[src/design/prpe_pkg.sv]
`timescale 1ns / 1ps

package prpe_pkg;

  localparam int RANK_FRAC_BITS = 31;
  localparam int RANK_W = RANK_FRAC_BITS + 1;
  localparam int OFF_W = 17;
  localparam int DAMP_W = 16;
  localparam int CMD_W = 2;
  localparam int IDX_W = 16;
  localparam int OUT_VERT_W = 10;
  localparam int CFG_IDX_W = 3;
  localparam int CFG_DATA_W = 32;

  typedef enum logic [CMD_W-1:0] {
    CMD_LOAD_OFFSET = 2'd0,
    CMD_LOAD_EDGE   = 2'd1,
    CMD_RUN         = 2'd2,
    CMD_READ        = 2'd3
  } cmd_t;

  typedef enum logic [CFG_IDX_W-1:0] {
    CFG_VERTEX_COUNT = 3'd0,
    CFG_DAMPING      = 3'd1,
    CFG_TELEPORT     = 3'd2,
    CFG_INIT_RANK    = 3'd3,
    CFG_ROUND_COUNT  = 3'd4
  } cfg_idx_t;

  typedef enum logic [4:0] {
    ST_CLEAR,
    ST_IDLE,
    ST_INIT,
    ST_ROUND,
    ST_SH_RD,
    ST_SH_GO,
    ST_SH_DIV,
    ST_PU_RD,
    ST_PU_OFF,
    ST_PU_EDGE,
    ST_PU_SUM,
    ST_PU_ADD,
    ST_UP_RD,
    ST_UP_MUL,
    ST_UP_WR,
    ST_READ,
    ST_DONE
  } state_t;

endpackage

[src/design/prpe_div.sv]
`timescale 1ns / 1ps

module prpe_div (
  input  logic                          clk,
  input  logic                          rst_n,
  input  logic                          start,
  input  logic [prpe_pkg::RANK_W-1:0]   dividend,
  input  logic [prpe_pkg::OFF_W-1:0]    divisor,
  output logic                          done,
  output logic [prpe_pkg::RANK_W-1:0]   quotient
);

  localparam int CW = $clog2(prpe_pkg::RANK_W);

  logic                          busy_r, busy_nxt;
  logic                          done_r, done_nxt;
  logic [CW-1:0]                 cnt_r, cnt_nxt;
  logic [prpe_pkg::RANK_W-1:0]   q_r, q_nxt;
  logic [prpe_pkg::OFF_W-1:0]    rem_r, rem_nxt;
  logic [prpe_pkg::OFF_W-1:0]    dvs_r, dvs_nxt;
  logic [prpe_pkg::OFF_W:0]      rem_sh;
  logic                          ge;

  assign rem_sh = {rem_r, q_r[prpe_pkg::RANK_W-1]};
  assign ge = rem_sh >= {1'b0, dvs_r};

  always_comb begin
    busy_nxt = busy_r;
    done_nxt = 1'b0;
    cnt_nxt = cnt_r;
    q_nxt = q_r;
    rem_nxt = rem_r;
    dvs_nxt = dvs_r;
    if (start) begin
      busy_nxt = 1'b1;
      cnt_nxt = '0;
      q_nxt = dividend;
      rem_nxt = '0;
      dvs_nxt = divisor;
    end else if (busy_r) begin
      q_nxt = {q_r[prpe_pkg::RANK_W-2:0], ge};
      rem_nxt = ge ? prpe_pkg::OFF_W'(rem_sh - {1'b0, dvs_r}) : rem_sh[prpe_pkg::OFF_W-1:0];
      cnt_nxt = CW'(cnt_r + 1'b1);
      if (cnt_r == CW'(prpe_pkg::RANK_W - 1)) begin
        busy_nxt = 1'b0;
        done_nxt = 1'b1;
      end
    end
  end

  always_ff @(posedge clk) begin
    if (!rst_n) begin
      busy_r <= 1'b0;
      done_r <= 1'b0;
      cnt_r <= '0;
    end else begin
      busy_r <= busy_nxt;
      done_r <= done_nxt;
      cnt_r <= cnt_nxt;
    end
    q_r <= q_nxt;
    rem_r <= rem_nxt;
    dvs_r <= dvs_nxt;
  end

  assign done = done_r;
  assign quotient = q_r;

endmodule

[config.mk]
export PLATFORM = sky130hd
export DESIGN_NAME = prpe_div
export DESIGN_NICKNAME = d
export VERILOG_FILES = /design/src/design/prpe_pkg.sv /design/src/design/prpe_div.sv
export SDC_FILE = /design/constraint.sdc
export NUM_CORES = 1
export LEC_CHECK = 0
export ABC_AREA = 1
export BUFFER_PORTS_ARGS = -buffer_cell sky130_fd_sc_hd__buf_2
export CELL_PAD_IN_SITES_DETAIL_PLACEMENT = 2
export CELL_PAD_IN_SITES_GLOBAL_PLACEMENT = 2
export CORE_MARGIN = 3
export CORE_UTILIZATION = 28
export DETAILED_ROUTE_END_ITERATION = 16
export PLACE_DENSITY_LB_ADDON = 0.1
export SYNTH_ARGS = -nofsm -noshare
export SYNTH_HDL_FRONTEND = slang
export SYNTH_SLANG_ARGS = --single-unit
[constraint.sdc]
create_clock -name clk -period 1.8 [get_ports clk]
set_input_delay 0.18 -clock clk [delete_from_list [all_inputs] [get_ports clk]]
set_output_delay 0.18 -clock clk [all_outputs]
set_load 0.05 [all_outputs]
==> reports/qor.yml, run 1 <==
clock_tree:
  clkSlewWorstSetupHoldPaths_ns: 0.06
  numCtsBuffers: 9
  clock-root-buffer: "clkbuf_16"
  tritoncts: "yes"
  cts_sinks: 73
  htree_levels: 3
  cts_buffer_depth: 2
  insertion_delay_ns: 0.35
worst_setup_path:
  start_kind: "flip-flop"
  path_cells: "inv_1 > ha_4 > nand2_2 > nor2_1 > nand2_1 > nor2_2 > nand2_2 > nand2_2 > nor2_4 > buf_12 > nand2_8 > buf_12 > nand3_1 > nand3_2 > nand2_1"
  worstSetupPathType: "reg -> reg"
  endpoint_kind: "flip-flop"
  crit_required_ns: 2.04
  slowest_delay_ns: 0.37
  cp.arrival_ns: 2.34
  cp_slowest_cell: "edfxtp_1"
  path_buf_inv: 3
  cp_max_fo: 7
  crit_family: "simple AND/OR/NAND/NOR gates"
  timing.critical_path.mode_cell: "nand2_2"
power_and_ir_drop:
  switchingPower_uw: 1540
  p_int_uw: 3530
  vdd_drop_max_uv: 413
  power_density_nw_per_um2: 789
  comb_power_share_pct: 20.9
  p_seq_share_pct: 39.2
  switching_share_pct: 30.3
  clock_power_share_pct: 39.9
  leakage_uw: 0.00320
flow_run:
  cap_violations: 0
sta:
  fin_ws_ns: -0.304
  timing.final.crit_share_pct: 117
  finClkSkew_ns: 0.00965
  fin_crit_ns: 2.10
  finalSetupViolCount: 18
  fin_hold_ws_ns: 0.00608
  max_freq_mhz: 475
  relSlewSlack_pct: 73.8
  finalHoldViolations: 0
  drv_slew: 0
  rsz0062_at_grt: "yes"
  tightest_slew_ns: 0.394
finish:
  drive_gt1_share_pct: 43.2
  antennaDiodeCount: 0
  area_growth_pct: 55.1
  nets: 770
  final_area_um2: 6420
route:
  detail_route.first_pass.iterations: 4
  vias: 4152
  wl_met2_um: 8170
  wl_um: 16100
  dr.max_layer_used: "met5"
  wl_met3_um: 825
  ant_nets: 0
  wire_per_inst_um: 18.2
  drc: 0
  drt-met1-wl_um: 6800
  drt_iter0_drc: 149
  viasPerCell: 4.70
floorplan:
  die_height_um: 128
  num_rows: 43
  ioPinCount: 85
  start_util_pct: 29.2
  die-area_um2: 16300
  die_w_um: 128
  core-area_um2: 14100
yosys:
  synth-edff-count: 49
  async_reset_ff_share_pct: 0
  synth_fp_nets: 604
  ys_types: 32
  synth_most_common_cell: "nand2_1"
  synth_top_area_share_pct: 35.6
  synth-main-ff-cell: "edfxtp_1"
  netlist_instances: 532
  synth_area_leaders: "edfxtp_1, nand2_1, dfxtp_1, inv_1, ha_1"
  syn_avg_cell_area_um2: 7.78
  ys_ff_latch: 73
  synth_warnings: 0
  syn_area_um2: 4140
  synth_seq_area_share_pct: 47.2
  synth_top_area_cell: "edfxtp_1"
  yosys-top-cells-count: "nand2_1, inv_1, edfxtp_1"
place:
  io_buffer_count: 84
  place_hpwl_um: 10400
  place_area_um2: 5220
  routabilityCongestion: 0.764
grt:
  grt_usage_pct: 18.6
  antenna_found_initial: 1
  grt_pass1_wl_um: 23700
  grt_start_max_net_pins: 35
  globalRouteOverflowTotal: 0
  grt_pass1_vias: 4684
outcome:
  failed_checks: "setup timing"
  status: "finished with violations"
min_path:
  hp-class: "in -> reg"
==> worst register-to-register path: cells and delay by family, from the launching register on <==
kind / cells / cell delay, ns
buffers and inverters: 3 / 0.37
DFF: 1 / 0.37
and+or+nand+nor: 11 / 1.00
adders and majority gates: 1 / 0.28
==> what timing repair did <==
item                                    in CTS  in global routing
hold endpoints to repair                    10                  0
gates resized for setup                     68                 79
cloned                                       1                  0
pin swaps                                   23                 27
buffers inserted                             2                  9
hold buffers                                10                  0
endpoints found under the setup margin      18                 18
==> cells in the final DEF (no fill, tap or decap), types with 5 or more instances in the layout <==
cell	count
edfxtp_1	49
nand2_1	179
nand2_2	23
buf_6	6
buf_2	84
a21oi_1	8
a21oi_2	7
ha_4	16
dfxtp_1	24
clkbuf_16	10
nand3_4	5
o21ai_1	8
nand2_4	14
buf_4	64
inv_1	62
inv_2	17
nor2_1	15
nand3_1	18
dlygate4sd3_1	10
nor2_4	6
nand3_2	25
nand3b_1	6
==> worst paths after layout <==
| check | slack (ns) | startpoint | end | depth (start not counted) |
|---|---|---|---|---|
| worst min-delay path | 0.006 | divisor[12] | dvs_r[12]$_DFFE_PP_ | 1 |
| worst min register to register | 0.50 | cnt_r[4]$_SDFFE_PP0P_ | cnt_r[4]$_SDFFE_PP0P_ | 2 |
| worst max-delay path | -0.30 | dvs_r[2]$_DFFE_PP_ | rem_r[11]$_SDFFE_PP0P_ | 15 |
| worst max register to register | -0.30 | dvs_r[2]$_DFFE_PP_ | rem_r[11]$_SDFFE_PP0P_ | 15 |
==> per-layer routing <==
layer	track usage [%]	vias up
met1	21.9	2028
met5	0	-
met3	4.72	22
met2	32.6	85
met4	6.62	2
li1	-	2015
==> power groups by stage <==
stage          Sequential, uW  Combinational [uW]  Clock, uW
3_5_place_dp             2020                 882          0
4_1_cts                  1980                 943       2070
2_1_floorplan            2270                 288          0
3_3_place_gp             2010                 858          0
5_1_grt                  2000                1150       2150
6_report                 1990                1060       2020
==> through the flow <==
| step | power, uW | setup TNS (ns) | setup WS (ns) | utilization (%) | std cells |
|---|---|---|---|---|---|
| 6_report | 5070 | -4.53 | -0.304 | 45.4 | 883 |
| 5_1_grt | 5300 | -5.93 | -0.385 | 45.4 | 883 |
| 4_1_cts | 5000 | -1.69 | -0.148 | 41.9 | 874 |
| 3_5_place_dp | 2900 | -2.65 | -0.208 | 36.9 | 845 |
| 3_3_place_gp | 2870 | -1.30 | -0.126 | 36.9 | 845 |
| 2_1_floorplan | 2560 | -4.69 | -0.317 | - | 532 |
==> cell families (layout without fill, tap and decap cells) <==
| family | after synthesis | after routing | share of synthesized area (%) |
|---|---|---|---|
| flops | 73 | 73 | 47.2 |
| simple gates | 307 | 307 | 31.4 |
| buf+inv | 94 | 265 | 9.62 |
| xor+xnor | 7 | 7 | 1.48 |
| compound gates | 31 | 31 | 4.11 |
| fa+ha+maj | 20 | 20 | 6.23 |
==> sequential cells by signal, indices dropped and copies added, names as in the netlist <==
name and cells:
done 1, busy_r 1, dvs_r 17, rem_r 17, cnt_r 5, quotient 32
==> cell type report <==
type / count / area [um2]
well taps: 180 / 225
fillers: 1573 / 7730
clock inverters: 4 / 56.3
inverters: 80 / 300
flip-flops and latches: 73 / 1950
multi-input cells: 365 / 2440
clock buffers: 12 / 278
repair buffers: 169 / 1160
(Power assumes the default switching activity.)
==> inputs of run 2 (changes only) <==
==> constraint.sdc (replaced) <==
create_clock -name clk -period 1.8 [get_ports clk]
set_input_delay 0.18 -clock clk [delete_from_list [all_inputs] [get_ports clk]]
set_output_delay 0.18 -clock clk [all_outputs]
set_load 0.02 [all_outputs]
==> reports/qor.yml, run 2 (same netlist as run 1, synthesis figures left out) <==
floorplan:
  die_w_um: 128
  die_height_um: 128
  ioPinCount: 85
  num_rows: 43
  start_util_pct: 29.2
  core-area_um2: 14100
  die-area_um2: 16300
sta:
  tightest_slew_ns: 0.378
  drv_slew: 0
  finClkSkew_ns: 0.0138
  fin_ws_ns: -0.220
  relSlewSlack_pct: 74.8
  max_freq_mhz: 495
  rsz0062_at_grt: "yes"
  fin_crit_ns: 2.02
  timing.final.crit_share_pct: 112
  final.setup.tns_ns: -3.23
  finalSetupViolCount: 18
  fin_hold_ws_ns: 0.0177
  finalHoldViolations: 0
route:
  wire_per_inst_um: 16.1
  drt_iter0_drc: 150
  viasPerCell: 4.61
  detail_route.first_pass.iterations: 4
  drc: 0
  wl_um: 14100
  ant_nets: 0
  vias: 4044
worst_setup_path:
  cp_max_fo: 5
  reg2reg_from: "quotient[31]$_DFFE_PP_"
  worstSetupStartpoint: "quotient[31]$_DFFE_PP_"
  cp.arrival_ns: 2.27
  worstSetupPathType: "reg -> reg"
  endpoint_kind: "flip-flop"
  crit_required_ns: 2.05
  start_kind: "flip-flop"
  reg2reg_to: "rem_r[14]$_SDFFE_PP0P_"
  reg2reg_slack_ns: -0.22
  r2r_cells: 14
min_path:
  hp-start: "divisor[2]"
  hp-class: "in -> reg"
  hold_depth: 1
  holdPathEnd: "dvs_r[2]$_DFFE_PP_"
flow_run:
  cap_violations: 0
grt:
  globalRouteOverflowTotal: 0
  antenna_found_initial: 0
  grt_usage_pct: 18.0
  grt_start_max_net_pins: 35
  grt_pass1_vias: 4536
  grt_pass1_wl_um: 23100
place:
  place_hpwl_um: 10200
  routabilityCongestion: 0.762
  io_buffer_count: 84
clock_tree:
  htree_levels: 3
  cts_buffer_depth: 2
  cts_sinks: 73
  tritoncts: "yes"
  clock-root-buffer: "clkbuf_16"
  numCtsBuffers: 9
  clkSlewWorstSetupHoldPaths_ns: 0.07
  insertion_delay_ns: 0.35
power_and_ir_drop:
  p_seq_share_pct: 43.7
  leakage_uw: 0.00306
  p_total_uw: 4540
  vdd_drop_max_uv: 494
  p_int_uw: 3210
  power_density_nw_per_um2: 751
  switchingPower_uw: 1320
  switching_share_pct: 29.2
  clock_power_share_pct: 38.2
  comb_power_share_pct: 18.1
finish:
  fin_util_pct: 42.7
  antennaDiodeCount: 0
  nets: 765
  area_growth_pct: 46.1
  largest_reg_flops: 32
  drive_gt1_share_pct: 36.5
  layout_common_cells: "nand2_1, buf_2, inv_1, buf_4, edfxtp_1"
  layout_commonest_cell: "nand2_1"
outcome:
  status: "finished with violations"
  failed_checks: "setup timing"
==> run 2: changes by cell type in the layout (fill, tap and decap cells not counted), sizes merged <==
cell,delta
buf,-5
clkbuf,-3
clkinv,+3
inv,+1
bufinv,-1
==> run 2: area by class of cell <==
cell class	count	area, um2
fillers	1592	8100
multi-input cells	365	2180
flip-flops and latches	73	1950
repair buffers	164	1100
inverters	80	303
clock buffers	9	225
well taps	180	225
clock inverters	7	53.8
==> run 2: how the worst max path moves through the flow <==
| stage | slack [ns] | cells after the start | end |
|---|---|---|---|
| final | -0.22 | 14 | rem_r[14]$_SDFFE_PP0P_ |
| after global routing | -0.31 | 14 | rem_r[14]$_SDFFE_PP0P_ |
| after CTS | -0.09 | 15 | rem_r[14]$_SDFFE_PP0P_ |
| after detailed placement | -0.22 | 14 | rem_r[15]$_SDFFE_PP0P_ |
| after global placement | -0.14 | 13 | rem_r[15]$_SDFFE_PP0P_ |
| after floorplan | -0.15 | 10 | quotient[0]$_DFFE_PP_ |
==> run 2: stage by stage <==
| stage | std cells | cell area, um2 | setup slack, ns |
|---|---|---|---|
| after floorplan | 532 | 4170 | -0.151 |
| after global placement | 844 | 5210 | -0.144 |
| after detailed placement | 844 | 5210 | -0.218 |
| after CTS | 876 | 5970 | -0.0921 |
| after global routing | 878 | 6050 | -0.314 |
| final | 878 | 6050 | -0.220 |
==> run 2: layer usage <==
| layer | vias up | global-route usage, % | part of all wire (%) |
|---|---|---|---|
| met5 | - | 0 | 0 |
| met4 | 0 | 4.92 | 1.2 |
| met3 | 11 | 5.43 | 5.6 |
| met2 | 75 | 31.4 | 49 |
| met1 | 1956 | 21.5 | 44 |
| li1 | 2002 | - | - |
==> run 2: what timing repair did <==
action | in CTS | in global routing
gates resized for setup | 70 | 14
endpoints found under the hold margin | 10 | 0
buffers inserted | 6 | 2
pin swaps | 25 | 10
endpoints found under the setup margin | 18 | 18
hold buffers | 10 | 0
==> run 2: worst max-delay path, stage by stage, from the launching register on <==
cell and delay [ns]:
edfxtp_1 0.40, inv_2 0.10, ha_4 0.14, inv_4 0.04
fa_2 0.36, buf_4 0.16, nand3_4 0.08, nand3_4 0.09
nand2_4 0.12, buf_6 0.13, nand3_1 0.08, nand2_1 0.07
inv_1 0.06, nand2_2 0.05, nand2_1 0.05
==> run 2: power by group through the flow <==
stage	sequential, uW	clock [uW]	combinational (uW)
floorplan	2100	0	288
global placement	2010	0	691
detailed placement	2020	0	711
CTS	1980	1810	807
global route	2000	1870	912
finish	1980	1740	822
